$ cat src/grm_pkg.sv
// grm_pkg: shared types, codes and constants of the grid ray march engine
`default_nettype none
package grm_pkg;
   localparam int MAP_COLUMNS_DEF = 128;
   localparam int MAP_ROWS_DEF    = 128;
   localparam int CELL_SHIFT      = 5;
   localparam int FRAC_BITS       = 14;
   localparam int POS_W           = 29;
   localparam int STEP_W          = 11;
   localparam int NUM_W           = 30;
   localparam int DEN_W           = 26;
   localparam int REM_W           = 27;
   localparam int TEX_W           = 9;
   localparam int TREM_W          = 10;
   localparam int DIV_CNT_W       = 5;
   localparam int CSR_INDEX_W     = 3;
   localparam int CSR_DATA_W      = 16;

   localparam logic [15:0]       PROJ_SCALE_RST  = 16'd1000;
   localparam logic [STEP_W-1:0] MAX_CAST_RST    = 11'd1199;
   localparam logic [STEP_W-1:0] MAX_PLACE_RST   = 11'd251;
   localparam logic [TEX_W-1:0]  TEX_SIZE_RST    = 9'd16;
   localparam logic [TEX_W-1:0]  TEX_SIZE_MAX    = 9'd256;
   localparam logic [15:0]       HEIGHT_MAX      = 16'hFFFF;

   typedef enum logic [1:0] {
      CMD_WRITE = 2'd0,
      CMD_CAST  = 2'd1,
      CMD_PLACE = 2'd2,
      CMD_NONE  = 2'd3
   } cmd_code_type;

   typedef enum logic [2:0] {
      ST_WRITTEN    = 3'd0,
      ST_CAST_HIT   = 3'd1,
      ST_CAST_MISS  = 3'd2,
      ST_PLACED     = 3'd3,
      ST_PLACE_MISS = 3'd4
   } status_code_type;

   typedef enum logic [CSR_INDEX_W-1:0] {
      CSR_PROJ_SCALE = 3'd0,
      CSR_MAX_CAST   = 3'd1,
      CSR_MAX_PLACE  = 3'd2,
      CSR_TEX_WIDTH  = 3'd3,
      CSR_TEX_HEIGHT = 3'd4
   } csr_index_type;

   typedef enum logic [2:0] {
      S_CLEAR,
      S_IDLE,
      S_WRITE,
      S_MARCH,
      S_MUL,
      S_DIV,
      S_FIN,
      S_RESP
   } state_type;

   typedef struct packed {
      logic [1:0]         command;
      logic [6:0]         cell_x;
      logic [6:0]         cell_y;
      logic               cell_value;
      logic [19:0]        origin_x;
      logic [19:0]        origin_y;
      logic signed [15:0] dir_cos;
      logic signed [15:0] dir_sin;
      logic [14:0]        view_cos;
      logic [5:0]         column;
   } req_type;

   typedef struct packed {
      logic [2:0]  status;
      logic [5:0]  column_out;
      logic [10:0] step_count;
      logic [15:0] wall_height;
      logic [7:0]  texture_offset;
      logic [6:0]  hit_cell_x;
      logic [6:0]  hit_cell_y;
   } rsp_type;

   typedef struct packed {
      logic load;
      logic clear;
      logic cell_write;
      logic march;
      logic mul;
      logic div_step;
      logic finish;
   } ctrl_cmd_type;

   typedef struct packed {
      logic clear_last;
      logic cast_item;
      logic march_hit;
      logic march_miss;
      logic div_last;
   } dp_status_type;
endpackage
`default_nettype wire

$ cat src/grm_ctrl.sv
// grm_ctrl: sequencing state machine of the grid ray march engine
`default_nettype none
module grm_ctrl (
   input  wire logic                    clock,
   input  wire logic                    reset,
   input  wire logic                    start,
   input  wire logic [1:0]              command,
   input  wire grm_pkg::dp_status_type  status,
   output grm_pkg::ctrl_cmd_type        cmd,
   output logic                         busy,
   output logic                         rsp_valid
);
   grm_pkg::state_type state_ff, state_in;
   logic               ready;

   assign ready = (state_ff == grm_pkg::S_IDLE) || (state_ff == grm_pkg::S_RESP);

   always_ff @(posedge clock) begin
      if (reset) begin
         state_ff <= grm_pkg::S_CLEAR;
      end else begin
         state_ff <= state_in;
      end
   end

   always_comb begin
      state_in = state_ff;
      case (state_ff)
         grm_pkg::S_CLEAR: begin
            if (status.clear_last) state_in = grm_pkg::S_IDLE;
         end
         grm_pkg::S_IDLE, grm_pkg::S_RESP: begin
            state_in = grm_pkg::S_IDLE;
            if (start) begin
               case (command)
                  grm_pkg::CMD_WRITE: state_in = grm_pkg::S_WRITE;
                  grm_pkg::CMD_CAST:  state_in = grm_pkg::S_MARCH;
                  grm_pkg::CMD_PLACE: state_in = grm_pkg::S_MARCH;
                  default:            state_in = grm_pkg::S_IDLE;
               endcase
            end
         end
         grm_pkg::S_WRITE: state_in = grm_pkg::S_RESP;
         grm_pkg::S_MARCH: begin
            if (status.march_hit) begin
               state_in = status.cast_item ? grm_pkg::S_MUL : grm_pkg::S_RESP;
            end else if (status.march_miss) begin
               state_in = grm_pkg::S_RESP;
            end
         end
         grm_pkg::S_MUL: state_in = grm_pkg::S_DIV;
         grm_pkg::S_DIV: begin
            if (status.div_last) state_in = grm_pkg::S_FIN;
         end
         grm_pkg::S_FIN: state_in = grm_pkg::S_RESP;
         default: state_in = grm_pkg::S_IDLE;
      endcase
   end

   always_comb begin
      cmd            = '0;
      cmd.load       = ready && start;
      cmd.clear      = (state_ff == grm_pkg::S_CLEAR);
      cmd.cell_write = (state_ff == grm_pkg::S_WRITE);
      cmd.march      = (state_ff == grm_pkg::S_MARCH);
      cmd.mul        = (state_ff == grm_pkg::S_MUL);
      cmd.div_step   = (state_ff == grm_pkg::S_DIV);
      cmd.finish     = (state_ff == grm_pkg::S_FIN);
      busy           = !ready;
      rsp_valid      = (state_ff == grm_pkg::S_RESP);
   end
endmodule
`default_nettype wire

$ cat config.mk
export PLATFORM = sky130hd
export DESIGN_NAME = grm_ctrl
export DESIGN_NICKNAME = d
export VERILOG_FILES = /design/src/grm_pkg.sv /design/src/grm_ctrl.sv
export SDC_FILE = /design/constraint.sdc
export NUM_CORES = 1
export LEC_CHECK = 0
export BUFFER_PORTS_ARGS = -buffer_cell sky130_fd_sc_hd__buf_2
export CORE_AREA = 5 5 42 44
export CTS_CLUSTER_DIAMETER = 40
export DETAILED_ROUTE_END_ITERATION = 12
export DIE_AREA = 0 0 47 49
export PLACE_DENSITY_LB_ADDON = 0.25
export SYNTH_ARGS = -nofsm -noshare
export SYNTH_HDL_FRONTEND = slang
export SYNTH_SLANG_ARGS = --single-unit
$ cat constraint.sdc
create_clock -name clock -period 1.45 [get_ports clock]
set_input_delay 0.29 -clock clock [delete_from_list [all_inputs] [get_ports clock]]
set_output_delay 0.29 -clock clock [all_outputs]
set_load 0.01 [all_outputs]
# --- After elaboration in Yosys (flattened, before gate mapping) ---
# Index checks and enable logic that the tools add are counted.
word_totals:
  out_inout_bits: 9
  register_bits: 3
  word_cells: 30
  inputBits: 10
op_classes:
  mux: 8
  eq_ne: 12
  reduce_logical: 9
op_table:
  columns: ["cell", "n"]
  rows:
  - ["$pmux W3 S6", 1]
  - ["$eq A3 B3 Y1 const B", 4]
  - ["$mux W3", 4]
  - ["$eq A3 B2 Y1 const B", 2]
  - ["$reduce_or A2 Y1", 3]
  - ["$mux W2", 2]
  - ["$ne A2 B2 Y1 const B", 2]
  - ["$pmux W2 S2", 1]
  - ["$eq A3 B1 Y1 const B", 1]
  - ["$logic_not A3 Y1", 1]
  - ["$ne A3 B3 Y1 const B", 1]
  - ["$reduce_and A3 Y1", 1]
  - ["$eq A2 B1 Y1 const B", 1]
  - ["$eq A2 B2 Y1 const B", 1]
  - ["$logic_not A2 Y1", 1]
  - ["$logic_and A1 B1 Y1", 1]
  - ["$logic_not A1 Y1", 1]
  - ["$logic_or A1 B1 Y1", 1]

# --- Depth between registers and ports, before layout ---
# Gate-level depths: netlist of run 1.
logic_depth:
  ltp_word: 5
  mapped_depth: 4
  mapped_depth_nobuf: 3

# --- Worst setup path after synthesis of run 1 ---
# Ideal clock, no wire load.
synth_timing:
  path_kind: "register to output"
  from: "reg state_ff[2]"
  to: "out cmd[5] (netlist name)"
  setup_slack_ns: 0.262
  t_arrival_ns: 0.898
  path_buffers: 1
  path_stages_with_launch: 3
  required_time_ns: 1.160
  cell_sequence: "dfxtp_1 -> buf_4 -> nor3_1"
synth_lines:
  columns: ["item", "line", "text"]
  rows:
  - ["start: declaration", "grm_ctrl.sv:13", "grm_pkg::state_type state_ff, state_in;"]
  - ["start signal: assignment", "grm_ctrl.sv:20", "state_ff <= grm_pkg::S_CLEAR;"]
  - ["start signal: assignment", "grm_ctrl.sv:22", "state_ff <= state_in;"]
  - ["end: declaration", "grm_ctrl.sv:9", "output grm_pkg::ctrl_cmd_type cmd,"]

==> flow_summary.json, run 1 <==
{
  "synthTopCellsByCount": "nand2_1, nor3_1",
  "vias": 350,
  "crit_arrival_ns": 1.12,
  "synth_edf_count": 0,
  "r2r-end": "state_ff[0]$_SDFFE_PP0P_",
  "min_from": "reset",
  "layout-drive-gt1-share_pct": 58.3,
  "worstSetupPathType": "reg2out",
  "crit_start": "state_ff[1]$_SDFFE_PP0P_",
  "die_h_um": 49,
  "p_leak_nw": 0.229,
  "yosysSeqAreaShare_pct": 20.0,
  "finalCritPeriodShare_pct": 97.0,
  "worstPathRequired_ns": 1.16,
  "avgSynthCellArea_um2": 7.90,
  "hpwl_um": 685,
  "crit_path_end_kind": "output port",
  "fill_cells": 167,
  "grt_pass1_vias": 337,
  "skew_ns": 0.00589,
  "reg2reg_setup_slack_ns": 0.29,
  "min_to": "state_ff[1]$_SDFFE_PP0P_",
  "clk_pin_slew_worst_paths_ns": 0.04,
  "yosys.area.top_type": "dfxtp_1",
  "synthFlopType": "dfxtp_1",
  "fin_total_pwr_mw": 0.340,
  "wl_per_cell_um": 11.1,
  "cts_tree": "done",
  "gp_congestion": 0.687,
  "drc": 0,
  "viasPerCell": 4.61,
  "slew_headroom_pct": 80.0,
  "yosysTopAreaCellShare_pct": 20.0,
  "grt_usage_pct": 7.95,
  "holdPathStages": 2,
  "final_max_slew_viol_count": 0,
  "top_register": "state_ff",
  "max_freq_mhz": 711,
  "wirelength_um": 840,
  "io_buffer_count": 18,
  "crit_path_start_kind": "flip-flop",
  "finalHoldViolations": 0,
  "syn-num-nets": 48,
  "rsz0062_at_grt": "true",
  "die_area_um2": 2300,
  "die_x_um": 47,
  "drt_iter0_drc": 2,
  "netlist_instances": 38,
  "setup_violations": 0,
  "cts_root_buf": "clkbuf_4",
  "core.rowCount": 14,
  "rr_worst_depth": 4,
  "initial_utilization_pct": 21.4,
  "period_needed_ns": 1.41,
  "detail-route-antenna-nets": 0,
  "nNetsFinal": 71,
  "worst_pin_slew_ns": 0.298,
  "crit_path_max_fanout": 8,
  "p_per_area_nw_per_um2": 724,
  "regArea_um2": 68.8,
  "syn2layout_area_growth_pct": 56.3,
  "synth_seq_cells": 3,
  "synthArstFlopShare_pct": 0,
  "largestRegisters": "state_ff x3",
  "first_pass_iters": 2,
  "clk_latency_ns": 0.23,
  "cts_hold_buf": 0,
  "grt_max_degree": 9,
  "setup_tns_ns": 0,
  "netlist_top_cells_area": "dfxtp_1, a221oi_2, nor3_1",
  "cts_buffer_depth": 2,
  "grt_overflow": 0,
  "io_pins": 19,
  "synthesis.area_um2": 300,
  "run_status": "finished clean",
  "ir_drop_mv": 0.379,
  "yosys_warnings": 0,
  "numCtsBuffers": 3,
  "largest_reg_flops": 3,
  "grt_first_pass_wirelength_mm": 1.37,
  "drv_cap": 0,
  "yosysUniqueCellTypes": 22,
  "r2r-start": "state_ff[2]$_SDFFE_PP0P_",
  "htree_levels": 1,
  "worstHoldPathType": "in2reg",
  "cts_sinks": 3,
  "antenna-diode-count": 0,
  "core-area_um2": 1400,
  "multi_input_area_um2": 226,
  "antenna_found_initial": 0
}
through the flow:
step / setup WS, ns / utilization (%) / area (um2) / instances / hold WS [ns]
6_report: 0.0438 / 33.5 / 469 / 76 / 0.260
5_1_grt: -0.0439 / 33.5 / 469 / 76 / 0.258
4_1_cts: 0.0265 / 30.8 / 432 / 75 / 0.255
3_5_place_dp: 0.125 / 28.7 / 402 / 71 / 0.505
3_3_place_gp: 0.132 / 28.7 / 402 / 71 / 0.510
2_1_floorplan: 0.262 / - / 300 / 38 / 0.356
routing by layer:
layer  up-vias  track usage, %  share of wire, %
li1        182               -                 -
met1       158            8.75                43
met2         8            13.1                54
met3         2            1.11               3.3
met4         0            5.53              0.48
met5         -               0                 0
cell type report:
cell class              count  area share [%]
clock buffers               4            5.60
flip-flops and latches      3            14.7
well taps                  16            4.27
repair buffers             21            24.0
inverters                   3            3.20
multi-input cells          29            48.3
power by group:
part           internal [mW]  switching (mW)
registers             0.0863          0.0114
clock network          0.103          0.0445
logic                 0.0466          0.0478
logic make-up (layout without fill, tap and decap cells):
| family | Yosys count | after routing | share of synthesized area (%) |
|---|---|---|---|
| compound gates | 11 | 11 | 32.5 |
| xor+xnor | 1 | 1 | 5.42 |
| flops | 3 | 3 | 20.0 |
| simple gates | 17 | 17 | 30.4 |
| buf+inv | 6 | 28 | 11.7 |
worst max-delay path, cell delays in order (launching register included):
cell        delay [ns]
dfxtp_4           0.41
clkinvlp_4        0.16
nand2_1           0.13
nor2_1            0.05
buf_2             0.14
how the worst max path moves through the flow:
stage / to / slack [ns] / cells past startpoint
after floorplan: cmd[5] / 0.26 / 2
after global placement: state_ff[0]$_SDFFE_PP0P_ / 0.13 / 4
after detailed placement: state_ff[0]$_SDFFE_PP0P_ / 0.12 / 4
after CTS: cmd[6] / 0.03 / 3
after global routing: cmd[3] / -0.04 / 3
final: cmd[1] / 0.04 / 4
layout by cell type (no fill, tap or decap):
| master | n |
|---|---|
| a221oi_2 | 3 |
| a21oi_1 | 2 |
| clkbuf_4 | 3 |
| buf_2 | 18 |
| clkinvlp_4 | 1 |
| nor3_1 | 2 |
| xnor2_4 | 1 |
| nand2_1 | 4 |
| a21o_1 | 1 |
| o21ba_2 | 1 |
| nor2_1 | 2 |
| o21bai_1 | 1 |
| inv_1 | 2 |
| o21ai_1 | 1 |
| nor3_2 | 2 |
| dfxtp_2 | 1 |
| dfxtp_4 | 2 |
| o21ai_0 | 1 |
| buf_4 | 3 |
| or3b_1 | 1 |
| clkbuf_1 | 1 |
| nand4_1 | 1 |
| and3b_1 | 1 |
| nor2b_1 | 1 |
| and3_1 | 3 |
| o31ai_1 | 1 |
repair_timing:
item / in CTS / in global routing
resized for setup: 3 / 6
buffers inserted: 0 / 1
setup endpoints to repair: 6 / 6
hold endpoints to repair: 0 / 0
pin swaps: 0 / 3
No activity file was read; power rests on OpenSTA's default activity.
==> inputs of run 2 (changes only) <==
clock period = 1.7 ns   (was 1.45 ns; I/O delays follow)
==> run 2 against run 1 <==
  * Global-route usage increased by 0.070 points
  * Worst setup slack improved by 0.10 ns
  * Via count decreased by 4.6%
  * Clock power decreased by 18%
  * Hold slack improved by 0.055 ns
  * Highest routed layer is now met3
==> flow_summary.json, run 2 (same netlist as run 1, synthesis figures left out) <==
{
  "cts_buffer_depth": 2,
  "max_freq_mhz": 644,
  "reg2reg_setup_slack_ns": 0.52,
  "syn2layout_area_growth_pct": 40.4,
  "largest_reg_flops": 3,
  "min_to": "state_ff[2]$_SDFFE_PP0P_",
  "holdPathStages": 2,
  "vias": 334,
  "die_area_um2": 2300,
  "worstHoldPathType": "in2reg",
  "ir_drop_mv": 0.330,
  "crit_path_end_kind": "output port",
  "slew_headroom_pct": 80.8,
  "core-area_um2": 1400,
  "layout-drive-gt1-share_pct": 48.3,
  "setup_violations": 0,
  "final_area_um2": 422,
  "critPathSlowestCell": "dfxtp_1",
  "viasPerCell": 4.51,
  "cts_tree": "done",
  "nNetsFinal": 69,
  "layout_common_cells": "buf_2, nor3_1, nand2_1",
  "drt_iter0_drc": 0,
  "finalCritPeriodShare_pct": 91.3,
  "whs_ns": 0.315,
  "skew_ns": 0.000801,
  "antenna-diode-count": 0,
  "io_pins": 19,
  "largestRegisters": "state_ff x3",
  "p_leak_nw": 0.213,
  "worstSetupPathType": "reg2out",
  "grt_max_degree": 15,
  "die_h_um": 49,
  "run_status": "finished clean",
  "grt_pass1_vias": 330,
  "r2r-end": "state_ff[1]$_SDFFE_PP0P_",
  "clk_pin_slew_worst_paths_ns": 0.03,
  "numCtsBuffers": 3,
  "rsz0062_at_grt": "false",
  "grt_first_pass_wirelength_mm": 1.34,
  "slowest_delay_ns": 0.46,
  "grt_usage_pct": 8.02,
  "crit_chain": "inv_1 > nor3_1 > buf_2",
  "wl_per_cell_um": 10.3,
  "fin_total_pwr_mw": 0.277,
  "crit_arrival_ns": 1.21,
  "hpwl_um": 653,
  "wirelength_um": 765,
  "r2r-start": "state_ff[1]$_SDFFE_PP0P_",
  "min_from": "reset",
  "p_per_area_nw_per_um2": 656,
  "worstPathRequired_ns": 1.36,
  "placed_area_um2": 394,
  "cts_root_buf": "clkbuf_4",
  "cts_sinks": 3,
  "crit_path_start_kind": "flip-flop",
  "period_needed_ns": 1.55,
  "first_pass_iters": 1,
  "initial_utilization_pct": 21.4,
  "gp_congestion": 0.715,
  "antenna_found_initial": 0,
  "drv_cap": 0,
  "clk_latency_ns": 0.23,
  "finalHoldViolations": 0,
  "final_common_cell": "buf_2",
  "crit_path_max_fanout": 8,
  "rr_worst_depth": 3,
  "htree_levels": 1,
  "postCtsSetupRepairBufs": 0,
  "top_register": "state_ff",
  "grt_overflow": 0,
  "drc": 0,
  "setup_tns_ns": 0,
  "io_buffer_count": 18,
  "die_x_um": 47,
  "core.rowCount": 14,
  "worst_pin_slew_ns": 0.286,
  "final_max_slew_viol_count": 0,
  "detail-route-antenna-nets": 0
}
run 2: power breakdown:
group / leakage [nW] / internal [mW] / switching [mW] / total, mW
registers: 0.0251 / 0.0752 / 0.00936 / 0.0846
logic: 0.173 / 0.0346 / 0.0368 / 0.0714
clock network: 0.0150 / 0.0877 / 0.0330 / 0.121
run 2: worst max-delay path, delay by kind of cell, from the launching register on:
family	cells	cell delay (ns)
flip-flops	1	0.46
buffers and inverters	2	0.32
AND/OR/NAND/NOR	1	0.20
run 2: stage by stage:
stage	util, %	cells	setup WS [ns]
2_1_floorplan	-	38	0.462
3_3_place_gp	28.1	70	0.307
3_5_place_dp	28.1	70	0.293
4_1_cts	30.0	74	0.0422
5_1_grt	30.1	74	0.0219
6_report	30.1	74	0.147
run 2: layout make-up:
cell class	instances	area, um2
Clock buffer	4	26.3
Inverter	3	11.3
Fill cell	172	980
Sequential cell	3	61.3
Timing Repair Buffer	19	97.6
Multi-Input combinational cell	29	205
Tap cell	16	20.0
run 2: worst max path at each step:
stage,depth (start not counted),startpoint,endpoint
final,3,state_ff[1]$_SDFFE_PP0P_,cmd[4]
after global routing,3,state_ff[1]$_SDFFE_PP0P_,cmd[3]
after CTS,3,state_ff[2]$_SDFFE_PP0P_,cmd[6]
after detailed placement,3,state_ff[2]$_SDFFE_PP0P_,cmd[6]
after global placement,3,state_ff[2]$_SDFFE_PP0P_,cmd[6]
after floorplan,2,state_ff[2]$_SDFFE_PP0P_,cmd[5]
run 2: repair_timing:
item / 4_1_cts / 5_1_grt
setup endpoints to repair: 0 / 1
gates resized for setup: 0 / 1
hold buffers: 0 / 0
run 2: per-layer routing:
layer	track usage [%]	share of wire, %	wire [um]	vias to the layer above
li1	-	-	-	179
met1	9.85	45	344	147
met2	10.6	52	395	8
met3	2.58	3.3	25	0
met4	6.91	0	0	0
met5	0	0	0	-
==> inputs of run 3 (changes only) <==
ABC_AREA = 1   (was default)
CELL_PAD_IN_SITES_DETAIL_PLACEMENT = 0   (was default)
CELL_PAD_IN_SITES_GLOBAL_PLACEMENT = 1   (was default)
==> run 3 against run 2 <==
  * Sequential share of layout area rose by 0.42 points
  * Design area rose by 1.2%
  * Worst setup slack got worse by 0.012 ns
==> flow_summary.json, run 3 <==
{
  "run_status": "finished clean",
  "top_register": "state_ff",
  "gp_congestion": 0.817,
  "slew_headroom_pct": 84.6,
  "grt_first_pass_wirelength_mm": 1.24,
  "io_buffer_count": 18,
  "cts_hold_buf": 0,
  "syn-num-nets": 63,
  "ir_drop_mv": 0.285,
  "yosys.area.top_type": "dfxtp_1",
  "cts_sinks": 3,
  "avgSynthCellArea_um2": 5.41,
  "core.rowCount": 14,
  "fin_total_pwr_mw": 0.501,
  "wl_per_cell_um": 8.56,
  "p_per_area_nw_per_um2": 1170,
  "postCtsSetupRepairBufs": 0,
  "synth.most_common_cell": "nor2_1",
  "drv_cap": 0,
  "antenna_found_initial": 0,
  "fin_util_pct": 30.4,
  "nNetsFinal": 86,
  "grt_pass1_vias": 299,
  "antenna-diode-count": 0,
  "layout-drive-gt1-share_pct": 45.3,
  "cts_tree": "done",
  "rsz0062_at_grt": "false",
  "period_needed_ns": 1.56,
  "grt_busiest_layer": "met1",
  "min_to": "state_ff[1]$_SDFFE_PP0P_",
  "die_h_um": 49,
  "r2r-start": "state_ff[1]$_SDFFE_PP0P_",
  "crit_path_max_fanout": 6,
  "setup_violations": 0,
  "grt_overflow": 0,
  "core-area_um2": 1400,
  "die_area_um2": 2300,
  "reg2reg_setup_slack_ns": 0.63,
  "worstSetupPathType": "reg2out",
  "die_x_um": 47,
  "finalHoldViolations": 0,
  "synthFlopType": "dfxtp_1",
  "wirelength_um": 779,
  "rr_worst_depth": 6,
  "yosysSeqAreaShare_pct": 21.0,
  "synth_seq_cells": 3,
  "yosysTopAreaCellShare_pct": 21.0,
  "cts_root_buf": "clkbuf_4",
  "grt_max_degree": 8,
  "whs_ns": 0.291,
  "yosys_warnings": 0,
  "worst_pin_slew_ns": 0.229,
  "fill_cells": 180,
  "largest_reg_flops": 3,
  "hpwl_um": 684,
  "yosysUniqueCellTypes": 14,
  "drt_iter0_drc": 6,
  "setup_tns_ns": 0,
  "p_leak_nw": 0.276,
  "worstPathRequired_ns": 1.36,
  "skew_ns": 0.00299,
  "r2r-end": "state_ff[2]$_SDFFE_PP0P_",
  "crit_path_end_kind": "output port",
  "io_pins": 19,
  "clk_latency_ns": 0.23,
  "vias": 365,
  "drc": 0,
  "regArea_um2": 63.8,
  "finalCritPeriodShare_pct": 92.0,
  "max_freq_mhz": 639,
  "min_from": "reset",
  "crit_path_start_kind": "flip-flop",
  "htree_levels": 1,
  "cts_buffer_depth": 2,
  "grt_usage_pct": 7.52,
  "syn2layout_area_growth_pct": 48.9,
  "worstHoldPathType": "in2reg",
  "viasPerCell": 4.01,
  "holdPathStages": 2,
  "crit_arrival_ns": 1.22,
  "final_max_slew_viol_count": 0,
  "detail-route-antenna-nets": 0,
  "clk_pin_slew_worst_paths_ns": 0.04,
  "layout_common_cells": "buf_2, nor2_1, nand2_1",
  "synthTopCellsByCount": "nor2_1, nand2_1, inv_1",
  "multi_input_area_um2": 181,
  "synth_edf_count": 0,
  "first_pass_iters": 4,
  "met3_usage_pct": 1.48,
  "initial_utilization_pct": 20.4,
  "grt_use_met1_pct": 10.7,
  "netlist_instances": 53,
  "synthArstFlopShare_pct": 0,
  "numCtsBuffers": 3,
  "post_cts_resized": 0,
  "final_common_cell": "buf_2",
  "largestRegisters": "state_ff x3",
  "grt_util_met2_pct": 9.50,
  "synthesis.area_um2": 287,
  "netlist_top_cells_area": "dfxtp_1, nor2_1, nand2_1"
}
run 3: cell count changes after synthesis, moves of 2 or more:
cell,delta
inv_2,+3
nor2_2,+3
inv_1,+6
nand2_2,+2
nand2_1,+6
and3_1,-3
a221oi_2,-3
nor2_1,+10
nand3_1,+4
nor3_1,-3
run 3: per-layer routing:
metal / share of wire [%] / up-vias / wire length (um)
met5: 0 / - / 0
met4: 0 / 0 / 0
met3: 11 / 0 / 88
met2: 42 / 16 / 331
met1: 46 / 144 / 360
li1: - / 205 / -
run 3: report_power, final:
part           leakage (nW)  switching (mW)  internal, mW  total (mW)
sequential           0.0258          0.0309        0.0943       0.125
combinational         0.235           0.152        0.0980       0.250
clock                0.0150          0.0375        0.0880       0.126
run 3: cell families after synthesis:
group	count (synthesis)	share of synthesized area (%)
buffers and inverters	12	15.7
flip-flops	3	21.0
AND/OR/NAND/NOR	34	54.1
AO/OA/AOI/OAI	4	9.17
run 3: stage by stage:
stage	worst slack [ns]	instances	instance area [um2]
after floorplan	0.496	53	287
after global placement	0.216	87	397
after global routing	0.0364	91	427
after detailed placement	0.307	87	397
after CTS	0.0547	91	423
final	0.136	91	427
run 3: worst max-delay path by stage:
stage	startpoint	end	slack [ns]	cells past startpoint
after floorplan	state_ff[2]$_SDFFE_PP0P_	cmd[6]	0.50	4
final	state_ff[1]$_SDFFE_PP0P_	cmd[5]	0.14	5
after global placement	state_ff[1]$_SDFFE_PP0P_	cmd[5]	0.22	5
after detailed placement	state_ff[1]$_SDFFE_PP0P_	cmd[5]	0.31	5
after CTS	state_ff[1]$_SDFFE_PP0P_	cmd[5]	0.05	5
after global routing	state_ff[1]$_SDFFE_PP0P_	cmd[5]	0.04	5
run 3: worst max-delay path, stage by stage, from the launching register on:
cell	delay [ns]
dfxtp_2	0.36
inv_1	0.06
nand3_1	0.16
nand4_1	0.15
nor2_1	0.12
buf_2	0.14
run 3: area by class of cell:
cell class | count | share of cell area (%)
multi-input combinational | 38 | 42.5
timing repair buffer | 18 | 21.1
sequential | 3 | 15.0
inverter | 12 | 10.6
clock buffer | 4 | 6.16
tap | 16 | 4.69
